`config.mk`:
```
export PLATFORM = sky130hd
export DESIGN_NAME = rational_arithmetic_unit_top
export DESIGN_NICKNAME = d
export VERILOG_FILES = /design/src/rau_pkg.sv /design/src/rau_mul.sv /design/src/rau_div.sv /design/src/rational_arithmetic_unit_top.sv
export SDC_FILE = /design/constraint.sdc
export NUM_CORES = 2
export LEC_CHECK = 0
export ABC_AREA = 1
export BUFFER_PORTS_ARGS = -buffer_cell sky130_fd_sc_hd__buf_4
export CAP_MARGIN = 20
export CORE_MARGIN = 2
export CORE_UTILIZATION = 45
export CTS_BUF_LIST = sky130_fd_sc_hd__clkbuf_2 sky130_fd_sc_hd__clkbuf_4 sky130_fd_sc_hd__clkbuf_8
export CTS_CLUSTER_SIZE = 30
export DETAILED_ROUTE_END_ITERATION = 8
export SKIP_LAST_GASP = 1
export SLEW_MARGIN = 20
export SYNTH_ARGS = -nofsm -noshare
export SYNTH_HDL_FRONTEND = slang
export SYNTH_SLANG_ARGS = --single-unit
```
`constraint.sdc`:
```
create_clock -name clk -period 9.9 [get_ports clk]
set_clock_uncertainty 0.05 [all_clocks]
set_input_delay 0.99 -clock clk [delete_from_list [all_inputs] [get_ports clk]]
set_output_delay 0.99 -clock clk [all_outputs]
set_load 0.1 [all_outputs]
```
`src/rau_pkg.sv`:
```
package rau_pkg;

    // operand width of the input fractions
    localparam int OPERAND_BITS = 16;
    // width of products, sums and the gcd datapath
    localparam int SUM_W = 2 * OPERAND_BITS + 1;
    localparam int PROD_W = 2 * OPERAND_BITS;
    localparam int NUM_W = 33;
    localparam int DEN_W = 31;
    localparam int KIND_W = 3;

    localparam logic [KIND_W-1:0] KIND_ADD = 3'd0;
    localparam logic [KIND_W-1:0] KIND_SUB = 3'd1;
    localparam logic [KIND_W-1:0] KIND_MUL = 3'd2;
    localparam logic [KIND_W-1:0] KIND_DIV = 3'd3;
    localparam logic [KIND_W-1:0] KIND_CMP = 3'd4;
    localparam logic [KIND_W-1:0] KIND_RED = 3'd5;

    typedef enum logic [3:0] {
        ST_IDLE,
        ST_MUL0,
        ST_MUL1,
        ST_MUL2,
        ST_MUL3,
        ST_COMB,
        ST_GCD,
        ST_GCD_WAIT,
        ST_DIVN_WAIT,
        ST_DIVD_WAIT,
        ST_OUT
    } state_t;

    typedef struct packed {
        logic             start;
        logic [SUM_W-1:0] dividend;
        logic [SUM_W-1:0] divisor;
    } div_req_t;

    typedef struct packed {
        logic             done;
        logic             busy;
        logic [SUM_W-1:0] quotient;
        logic [SUM_W-1:0] remainder;
    } div_rsp_t;

endpackage

```
`src/rau_mul.sv`:
```
module rau_mul (
    input  logic                       clk,
    input  logic [rau_pkg::OPERAND_BITS-1:0] a,
    input  logic [rau_pkg::OPERAND_BITS-1:0] b,
    output logic [rau_pkg::PROD_W-1:0]       product
);
    import rau_pkg::*;

    logic [PROD_W-1:0] product_reg;

    // unsigned magnitude product, registered
    always_ff @(posedge clk)
    begin
        product_reg <= PROD_W'(a) * PROD_W'(b);
    end

    assign product = product_reg;

endmodule

```
`src/rau_div.sv`:
```
module rau_div (
    input  logic              clk,
    input  logic              rst_n,
    input  rau_pkg::div_req_t req,
    output rau_pkg::div_rsp_t rsp
);
    import rau_pkg::*;

    localparam int CNT_W = $clog2(SUM_W);

    logic [SUM_W-1:0] rem_reg, rem_next;
    logic [SUM_W-1:0] work_reg, work_next;
    logic [SUM_W-1:0] dsr_reg, dsr_next;
    logic [CNT_W-1:0] cnt_reg, cnt_next;
    logic             busy_reg, busy_next;
    logic             done_reg, done_next;
    logic [SUM_W:0]   trial;
    logic [SUM_W:0]   diff;

    // restoring division, one quotient bit a cycle
    always_comb
    begin
        rem_next  = rem_reg;
        work_next = work_reg;
        dsr_next  = dsr_reg;
        cnt_next  = cnt_reg;
        busy_next = busy_reg;
        done_next = 1'b0;
        trial     = {rem_reg, work_reg[SUM_W-1]};
        diff      = trial - {1'b0, dsr_reg};
        if (req.start)
        begin
            rem_next  = '0;
            work_next = req.dividend;
            dsr_next  = req.divisor;
            cnt_next  = '0;
            busy_next = 1'b1;
        end
        else if (busy_reg)
        begin
            if (trial >= {1'b0, dsr_reg})
            begin
                rem_next  = diff[SUM_W-1:0];
                work_next = {work_reg[SUM_W-2:0], 1'b1};
            end
            else
            begin
                rem_next  = trial[SUM_W-1:0];
                work_next = {work_reg[SUM_W-2:0], 1'b0};
            end
            cnt_next = cnt_reg + 1'b1;
            if (cnt_reg == CNT_W'(SUM_W - 1))
            begin
                busy_next = 1'b0;
                done_next = 1'b1;
            end
        end
    end

    always_ff @(posedge clk or negedge rst_n)
    begin
        if (!rst_n)
        begin
            busy_reg <= 1'b0;
            done_reg <= 1'b0;
            cnt_reg  <= '0;
        end
        else
        begin
            busy_reg <= busy_next;
            done_reg <= done_next;
            cnt_reg  <= cnt_next;
        end
    end

    always_ff @(posedge clk)
    begin
        rem_reg  <= rem_next;
        work_reg <= work_next;
        dsr_reg  <= dsr_next;
    end

    assign rsp.done      = done_reg;
    assign rsp.busy      = busy_reg;
    assign rsp.quotient  = work_reg;
    assign rsp.remainder = rem_reg;

`ifndef ASSERT_OFF
    a_start_idle: assert property (@(posedge clk) disable iff (!rst_n)
        req.start |-> !busy_reg)
        else $error("divider started while busy");
    a_done_idle: assert property (@(posedge clk) disable iff (!rst_n)
        done_reg |-> !busy_reg)
        else $error("divider done while still busy");
    a_cnt_range: assert property (@(posedge clk) disable iff (!rst_n)
        busy_reg |-> (cnt_reg <= CNT_W'(SUM_W - 1)))
        else $error("divider bit count out of range");
`endif

endmodule

```
`src/rational_arithmetic_unit_top.sv`:
```
// rational arithmetic unit: add, subtract, multiply, divide, compare or
// reduce signed fractions, results brought to lowest terms by a gcd
// input channel: in_valid/in_ready carry one request of kind and two
// fractions; in_ready is high only while the sequencer is idle
// output channel: out_valid/out_ready carry result_num/result_den (sign on
// the numerator, positive denominator, both zero on compare or error),
// compare flags and error
// steps: the multiplier states MUL0 to MUL3, a combine state, then the gcd
// loop with one division per euclid step, then two divisions of numerator
// and denominator by the gcd, all on the shared bit-serial divider; reduce
// skips the multiplier and combine states; compare ends after the combine
// state; a zero denominator, zero divisor or unused kind goes straight out
// the sequencer works on one request at a time and takes the next only
// once it is back in idle
// reset clears the sequencer and the output valid; no clearing pass
// a stalled receiver holds the result in the output register; the next
// request may be taken and worked on, and waits in the final state until
// the held result is taken
module rational_arithmetic_unit_top (
    input  logic                              clk,
    input  logic                              rst_n,
    input  logic                              in_valid,
    output logic                              in_ready,
    input  logic [rau_pkg::KIND_W-1:0]        kind,
    input  logic signed [rau_pkg::OPERAND_BITS-1:0] first_num,
    input  logic signed [rau_pkg::OPERAND_BITS-1:0] first_den,
    input  logic signed [rau_pkg::OPERAND_BITS-1:0] second_num,
    input  logic signed [rau_pkg::OPERAND_BITS-1:0] second_den,
    output logic                              out_valid,
    input  logic                              out_ready,
    output logic signed [rau_pkg::NUM_W-1:0]  result_num,
    output logic [rau_pkg::DEN_W-1:0]         result_den,
    output logic                              is_less,
    output logic                              is_equal,
    output logic                              is_greater,
    output logic                              error
);
    import rau_pkg::*;

    localparam int W = OPERAND_BITS;

    state_t state_reg, state_next;

    // operands held as sign and magnitude
    logic [KIND_W-1:0] kind_reg, kind_next;
    logic              n1_neg_reg, n1_neg_next;
    logic              n2_neg_reg, n2_neg_next;
    logic [W-1:0]      n1_mag_reg, n1_mag_next;
    logic [W-1:0]      n2_mag_reg, n2_mag_next;
    logic [W-1:0]      b_mag_reg, b_mag_next;
    logic [W-1:0]      d_mag_reg, d_mag_next;

    // products, numerator magnitude, denominator and gcd pair
    logic [SUM_W-1:0]  p_reg, p_next;
    logic [SUM_W-1:0]  q_reg, q_next;
    logic [SUM_W-1:0]  den_reg, den_next;
    logic [SUM_W-1:0]  m_reg, m_next;
    logic              neg_reg, neg_next;
    logic [SUM_W-1:0]  ga_reg, ga_next;
    logic [SUM_W-1:0]  gb_reg, gb_next;
    logic              err_reg, err_next;
    logic              lt_reg, lt_next;
    logic              eq_reg, eq_next;
    logic              gt_reg, gt_next;

    // output register
    logic              out_valid_reg, out_valid_next;
    logic [NUM_W-1:0]  res_num_reg, res_num_next;
    logic [DEN_W-1:0]  res_den_reg, res_den_next;
    logic              res_lt_reg, res_lt_next;
    logic              res_eq_reg, res_eq_next;
    logic              res_gt_reg, res_gt_next;
    logic              res_err_reg, res_err_next;

    // input decode
    logic [W-1:0]      in_n1_mag, in_d1_mag, in_n2_mag, in_d2_mag;
    logic              in_n1_neg, in_d1_neg, in_n2_neg, in_d2_neg;
    logic              in_err;

    // shared units
    logic [W-1:0]      mul_a, mul_b;
    logic [PROD_W-1:0] mul_p;
    div_req_t          div_req;
    div_rsp_t          div_rsp;

    // combine step
    logic              p_neg, q_neg;
    logic signed [SUM_W-1:0] ps, qs, sum;
    logic [NUM_W-1:0]  num_ext;

    rau_mul u_mul (
        .clk     (clk),
        .a       (mul_a),
        .b       (mul_b),
        .product (mul_p)
    );

    rau_div u_div (
        .clk   (clk),
        .rst_n (rst_n),
        .req   (div_req),
        .rsp   (div_rsp)
    );

    // two's complement to sign and magnitude; the most negative value keeps
    // its full magnitude in W unsigned bits
    always_comb
    begin
        in_n1_neg = first_num[W-1];
        in_d1_neg = first_den[W-1];
        in_n2_neg = second_num[W-1];
        in_d2_neg = second_den[W-1];
        in_n1_mag = in_n1_neg ? W'(-first_num) : W'(first_num);
        in_d1_mag = in_d1_neg ? W'(-first_den) : W'(first_den);
        in_n2_mag = in_n2_neg ? W'(-second_num) : W'(second_num);
        in_d2_mag = in_d2_neg ? W'(-second_den) : W'(second_den);
        in_err = (kind > KIND_RED) || (in_d1_mag == '0)
               || ((kind != KIND_RED) && (in_d2_mag == '0))
               || ((kind == KIND_DIV) && (in_n2_mag == '0));
    end

    // multiplier operand select per step
    always_comb
    begin
        case (state_reg)
            ST_MUL0:
            begin
                mul_a = n1_mag_reg;
                mul_b = (kind_reg == KIND_MUL) ? n2_mag_reg : d_mag_reg;
            end
            ST_MUL1:
            begin
                mul_a = n2_mag_reg;
                mul_b = b_mag_reg;
            end
            default:
            begin
                mul_a = b_mag_reg;
                mul_b = (kind_reg == KIND_DIV) ? n2_mag_reg : d_mag_reg;
            end
        endcase
    end

    // signed values of the two cross products
    always_comb
    begin
        p_neg = n1_neg_reg ^ (((kind_reg == KIND_MUL) || (kind_reg == KIND_DIV))
                              && n2_neg_reg);
        q_neg = n2_neg_reg ^ (kind_reg == KIND_SUB);
        ps    = p_neg ? -$signed(p_reg) : $signed(p_reg);
        qs    = q_neg ? -$signed(q_reg) : $signed(q_reg);
        sum   = ps + qs;
        num_ext = NUM_W'(m_reg);
    end

    // sequencer
    always_comb
    begin
        state_next     = state_reg;
        kind_next      = kind_reg;
        n1_neg_next    = n1_neg_reg;
        n2_neg_next    = n2_neg_reg;
        n1_mag_next    = n1_mag_reg;
        n2_mag_next    = n2_mag_reg;
        b_mag_next     = b_mag_reg;
        d_mag_next     = d_mag_reg;
        p_next         = p_reg;
        q_next         = q_reg;
        den_next       = den_reg;
        m_next         = m_reg;
        neg_next       = neg_reg;
        ga_next        = ga_reg;
        gb_next        = gb_reg;
        err_next       = err_reg;
        lt_next        = lt_reg;
        eq_next        = eq_reg;
        gt_next        = gt_reg;
        out_valid_next = out_valid_reg && !out_ready;
        res_num_next   = res_num_reg;
        res_den_next   = res_den_reg;
        res_lt_next    = res_lt_reg;
        res_eq_next    = res_eq_reg;
        res_gt_next    = res_gt_reg;
        res_err_next   = res_err_reg;
        div_req.start    = 1'b0;
        div_req.dividend = ga_reg;
        div_req.divisor  = gb_reg;
        in_ready       = (state_reg == ST_IDLE);

        case (state_reg)
            ST_IDLE:
            begin
                if (in_valid)
                begin
                    kind_next   = kind;
                    // denominator signs move onto the numerators
                    n1_neg_next = (in_n1_mag != '0) && (in_n1_neg ^ in_d1_neg);
                    n2_neg_next = (in_n2_mag != '0) && (in_n2_neg ^ in_d2_neg);
                    n1_mag_next = in_n1_mag;
                    n2_mag_next = in_n2_mag;
                    b_mag_next  = in_d1_mag;
                    d_mag_next  = in_d2_mag;
                    err_next    = in_err;
                    lt_next     = 1'b0;
                    eq_next     = 1'b0;
                    gt_next     = 1'b0;
                    m_next      = '0;
                    den_next    = '0;
                    neg_next    = 1'b0;
                    if (in_err)
                    begin
                        state_next = ST_OUT;
                    end
                    else if (kind == KIND_RED)
                    begin
                        m_next     = SUM_W'(in_n1_mag);
                        neg_next   = (in_n1_mag != '0) && (in_n1_neg ^ in_d1_neg);
                        den_next   = SUM_W'(in_d1_mag);
                        ga_next    = SUM_W'(in_n1_mag);
                        gb_next    = SUM_W'(in_d1_mag);
                        state_next = ST_GCD;
                    end
                    else
                    begin
                        state_next = ST_MUL0;
                    end
                end
            end
            ST_MUL0:
            begin
                state_next = ST_MUL1;
            end
            ST_MUL1:
            begin
                p_next     = SUM_W'(mul_p);
                state_next = ST_MUL2;
            end
            ST_MUL2:
            begin
                q_next     = SUM_W'(mul_p);
                state_next = ST_MUL3;
            end
            ST_MUL3:
            begin
                den_next   = SUM_W'(mul_p);
                state_next = ST_COMB;
            end
            ST_COMB:
            begin
                if (kind_reg == KIND_CMP)
                begin
                    lt_next    = ps < qs;
                    eq_next    = ps == qs;
                    gt_next    = ps > qs;
                    den_next   = '0;
                    state_next = ST_OUT;
                end
                else
                begin
                    if ((kind_reg == KIND_ADD) || (kind_reg == KIND_SUB))
                    begin
                        neg_next = sum[SUM_W-1];
                        m_next   = sum[SUM_W-1] ? SUM_W'(-sum) : SUM_W'(sum);
                        ga_next  = sum[SUM_W-1] ? SUM_W'(-sum) : SUM_W'(sum);
                    end
                    else
                    begin
                        neg_next = p_neg && (p_reg != '0);
                        m_next   = p_reg;
                        ga_next  = p_reg;
                    end
                    gb_next    = den_reg;
                    state_next = ST_GCD;
                end
            end
            ST_GCD:
            begin
                if (gb_reg == '0)
                begin
                    // gcd found in ga, divide the numerator by it
                    div_req.start    = 1'b1;
                    div_req.dividend = m_reg;
                    div_req.divisor  = ga_reg;
                    state_next       = ST_DIVN_WAIT;
                end
                else
                begin
                    div_req.start = 1'b1;
                    state_next    = ST_GCD_WAIT;
                end
            end
            ST_GCD_WAIT:
            begin
                if (div_rsp.done)
                begin
                    ga_next    = gb_reg;
                    gb_next    = div_rsp.remainder;
                    state_next = ST_GCD;
                end
            end
            ST_DIVN_WAIT:
            begin
                if (div_rsp.done)
                begin
                    m_next           = div_rsp.quotient;
                    div_req.start    = 1'b1;
                    div_req.dividend = den_reg;
                    div_req.divisor  = ga_reg;
                    state_next       = ST_DIVD_WAIT;
                end
            end
            ST_DIVD_WAIT:
            begin
                if (div_rsp.done)
                begin
                    den_next   = div_rsp.quotient;
                    state_next = ST_OUT;
                end
            end
            ST_OUT:
            begin
                if (!out_valid_reg || out_ready)
                begin
                    out_valid_next = 1'b1;
                    res_num_next   = (neg_reg && !err_reg) ? -num_ext
                                   : (err_reg ? '0 : num_ext);
                    res_den_next   = err_reg ? '0 : DEN_W'(den_reg);
                    res_lt_next    = lt_reg;
                    res_eq_next    = eq_reg;
                    res_gt_next    = gt_reg;
                    res_err_next   = err_reg;
                    state_next     = ST_IDLE;
                end
            end
            default:
            begin
                state_next = ST_IDLE;
            end
        endcase
    end

    always_ff @(posedge clk or negedge rst_n)
    begin
        if (!rst_n)
        begin
            state_reg     <= ST_IDLE;
            out_valid_reg <= 1'b0;
        end
        else
        begin
            state_reg     <= state_next;
            out_valid_reg <= out_valid_next;
        end
    end

    always_ff @(posedge clk)
    begin
        kind_reg    <= kind_next;
        n1_neg_reg  <= n1_neg_next;
        n2_neg_reg  <= n2_neg_next;
        n1_mag_reg  <= n1_mag_next;
        n2_mag_reg  <= n2_mag_next;
        b_mag_reg   <= b_mag_next;
        d_mag_reg   <= d_mag_next;
        p_reg       <= p_next;
        q_reg       <= q_next;
        den_reg     <= den_next;
        m_reg       <= m_next;
        neg_reg     <= neg_next;
        ga_reg      <= ga_next;
        gb_reg      <= gb_next;
        err_reg     <= err_next;
        lt_reg      <= lt_next;
        eq_reg      <= eq_next;
        gt_reg      <= gt_next;
        res_num_reg <= res_num_next;
        res_den_reg <= res_den_next;
        res_lt_reg  <= res_lt_next;
        res_eq_reg  <= res_eq_next;
        res_gt_reg  <= res_gt_next;
        res_err_reg <= res_err_next;
    end

    assign out_valid  = out_valid_reg;
    assign result_num = $signed(res_num_reg);
    assign result_den = res_den_reg;
    assign is_less    = res_lt_reg;
    assign is_equal   = res_eq_reg;
    assign is_greater = res_gt_reg;
    assign error      = res_err_reg;

`ifndef ASSERT_OFF
    a_err_zero: assert property (@(posedge clk) disable iff (!rst_n)
        (out_valid_reg && res_err_reg) |-> (res_num_reg == '0 && res_den_reg == '0))
        else $error("error result with non-zero fraction");
    a_flags: assert property (@(posedge clk) disable iff (!rst_n)
        out_valid_reg |-> $onehot0({res_lt_reg, res_eq_reg, res_gt_reg}))
        else $error("more than one compare flag");
    a_busy: assert property (@(posedge clk) disable iff (!rst_n)
        (in_valid && in_ready) |=> (state_reg != ST_IDLE))
        else $error("request accepted but sequencer idle");
    a_div_wait: assert property (@(posedge clk) disable iff (!rst_n)
        (state_reg == ST_GCD_WAIT) |-> (div_rsp.busy || div_rsp.done))
        else $error("waiting on an idle divider");
`endif

endmodule

```
==> results.json <==
{
  "postCtsSetupBuffers": 0,
  "vias_per_cell": 5.39,
  "rsz0062_at_grt": "no",
  "synth.distinct_cells": 62,
  "insertion_delay_ns": 0.70,
  "cp-end-kind": "flip-flop",
  "slew_viol_final": 0,
  "drc": 0,
  "syn_area_sq_um": 38800,
  "synth_area_leaders": "edfxtp_1 31%, nand2_1 11%, fa_1 10%",
  "antenna_found_initial": 6,
  "yosysTopAreaCellShare_pct": 31.3,
  "yosysWarningCount": 0,
  "core_area_sq_um": 85300,
  "hold_buffers": 0,
  "clk_pin_slew_worst_paths_ns": 0.06,
  "cts-root-buf": "clkbuf_8",
  "cts-resized-gates": 0,
  "syn_area_per_cell_sq_um": 7.91,
  "period_share_pct": 83.2,
  "min_period_ns": 8.24,
  "finalHoldViolCount": 0,
  "drt_first_iter_violations": 3517,
  "fin_nets": 5518,
  "cpMostUsedCell": "fa_1",
  "maxCapViolCount": 0,
  "gp_congestion": 0.986,
  "yosys-top-cells-count": "1,163 x nand2_1, 845 x inv_1, 439 x nor2_1, 404 x edfxtp_1, 292 x nand3_1",
  "min-delay-path-class": "input port to asynchronous set/reset pin",
  "yosys.area.top_type": "edfxtp_1",
  "grt_use_total_pct": 29.5,
  "arrival_ns": 8.82,
  "h-tree-depth": 3,
  "path_max_fanout": 18,
  "ys_seq_area_share_pct": 35.5,
  "io_pins": 141,
  "synth.most_common_cell": "nand2_1",
  "cts_sinks": 482,
  "die_h_um": 298,
  "first_global_vias": 32500,
  "floorplan.initialDensity_pct": 45.5,
  "synthCells": 4907,
  "ys.flop_type": "edfxtp_1",
  "final_core_util_pct": 50.2,
  "first_pass_iters": 6,
  "setup_violations": 0,
  "drive_gt1_share_pct": 8.94,
  "cp.required_ns": 10.48,
  "die-width_um": 298,
  "cts_buffer_depth": 3,
  "wl_per_cell_um": 21.2,
  "syn_nets": 5388,
  "tightestPinTransition_ns": 1.13,
  "cts_buffers": 86,
  "area_growth_pct": 10.3,
  "die_area_sq_um": 88600,
  "ant_nets": 0,
  "numPortBuffers": 140,
  "crit_slowest_cell": "a21oi_1",
  "slowest_delay_ns": 0.69,
  "max-slew-margin-rel_pct": 24.9,
  "fmax_mhz": 121,
  "fp-row-count": 107,
  "route.vias.total": 33800,
  "grt_max_degree": 71,
  "async_flop_share_pct": 2.70,
  "grt_pass1_wl_um": 198000,
  "overflow": 0,
  "hpwl_um": 105000,
  "start_kind": "flip-flop",
  "status": "finished, final reports clean",
  "routed_wl_um": 133000,
  "path_class": "flip-flop to flip-flop",
  "synth-edff-count": 404,
  "tns_ns": 0,
  "cts_tree": "yes",
  "yosys_register_bits": 482
}
-- path summary, 6_finish.rpt --
kind	start	to	slack [ns]	depth (start not counted)
min in group clk	eq_reg	is_equal	0.37	0
worst min register to register	eq_reg	is_equal	0.37	0
max in group asynchronous	rst_n	state_reg[1]	9.50	1
worst max register to register	state_reg[3]	u_mul.product[31]	1.66	27
worst max-delay path	state_reg[3]	u_mul.product[31]	1.66	27
worst min-delay path	rst_n	out_valid	0.09	1
-- layout by cell type, fill, tap and decap left out, types with 56 or more instances in the layout --
master    count
a21oi_1     236
nand3_1     291
dfxtp_1      65
fa_1        196
buf_4       173
nor3_1       56
inv_1       843
xor2_1      107
o21ai_0     250
ha_1        214
edfxtp_1    404
clkbuf_8     95
nand2_1    1162
nor2_1      432
-- layer usage --
metal	up-vias	share of wire [%]	track usage, %
li1	16200	-	-
met1	16000	43	39.9
met2	1318	46	48.4
met3	252	6.7	4.10
met4	0	3.8	10.3
met5	-	0	0
-- cells by family (layout without fill, tap and decap cells) --
family	Yosys count	count (layout)	synth area share (%)
flops	482	482	35.5
fa+ha+maj	410	410	17.0
xor+xnor	146	146	3.33
simple gates	2134	2134	23.3
compound gates	733	733	10.9
other cells	0	3	0
buf+inv	1002	1204	10.0
-- worst max-delay path: cells and delay by family (launching register included) --
| family | cells | cell delay, ns |
|---|---|---|
| flip-flops | 1 | 0.44 |
| AO/OA/AOI/OAI | 3 | 1.10 |
| AND/OR/NAND/NOR | 10 | 2.05 |
| adder cells (fa/ha/maj) | 7 | 3.51 |
| buffers and inverters | 6 | 0.86 |
| XOR/XNOR | 1 | 0.16 |
-- layout make-up --
class | count | area [sq um]
sequential | 482 | 13800
timing repair buffer | 173 | 1300
multi-input combinational | 3423 | 21200
clock buffer | 121 | 1500
antenna | 3 | 7.51
tap | 1144 | 1430
clock inverter | 39 | 280
inverter | 871 | 3270
fill | 8326 | 42500
-- stage by stage --
| stage | hold WS (ns) | worst slack, ns | instances | area (sq um) |
|---|---|---|---|---|
| 2_1_floorplan | 0.350 | 2.26 | 4907 | 38800 |
| 3_3_place_gp | 0.353 | 1.68 | 6093 | 41000 |
| 3_5_place_dp | 0.356 | 1.68 | 6093 | 41000 |
| 4_1_cts | 0.0498 | 1.68 | 6253 | 42800 |
| 5_1_grt | 0.0725 | 1.08 | 6256 | 42800 |
| 6_report | 0.0929 | 1.66 | 6256 | 42800 |
Power is not shown: default switching activity piles up to over one toggle a cycle in this logic, so the estimate is an artifact.
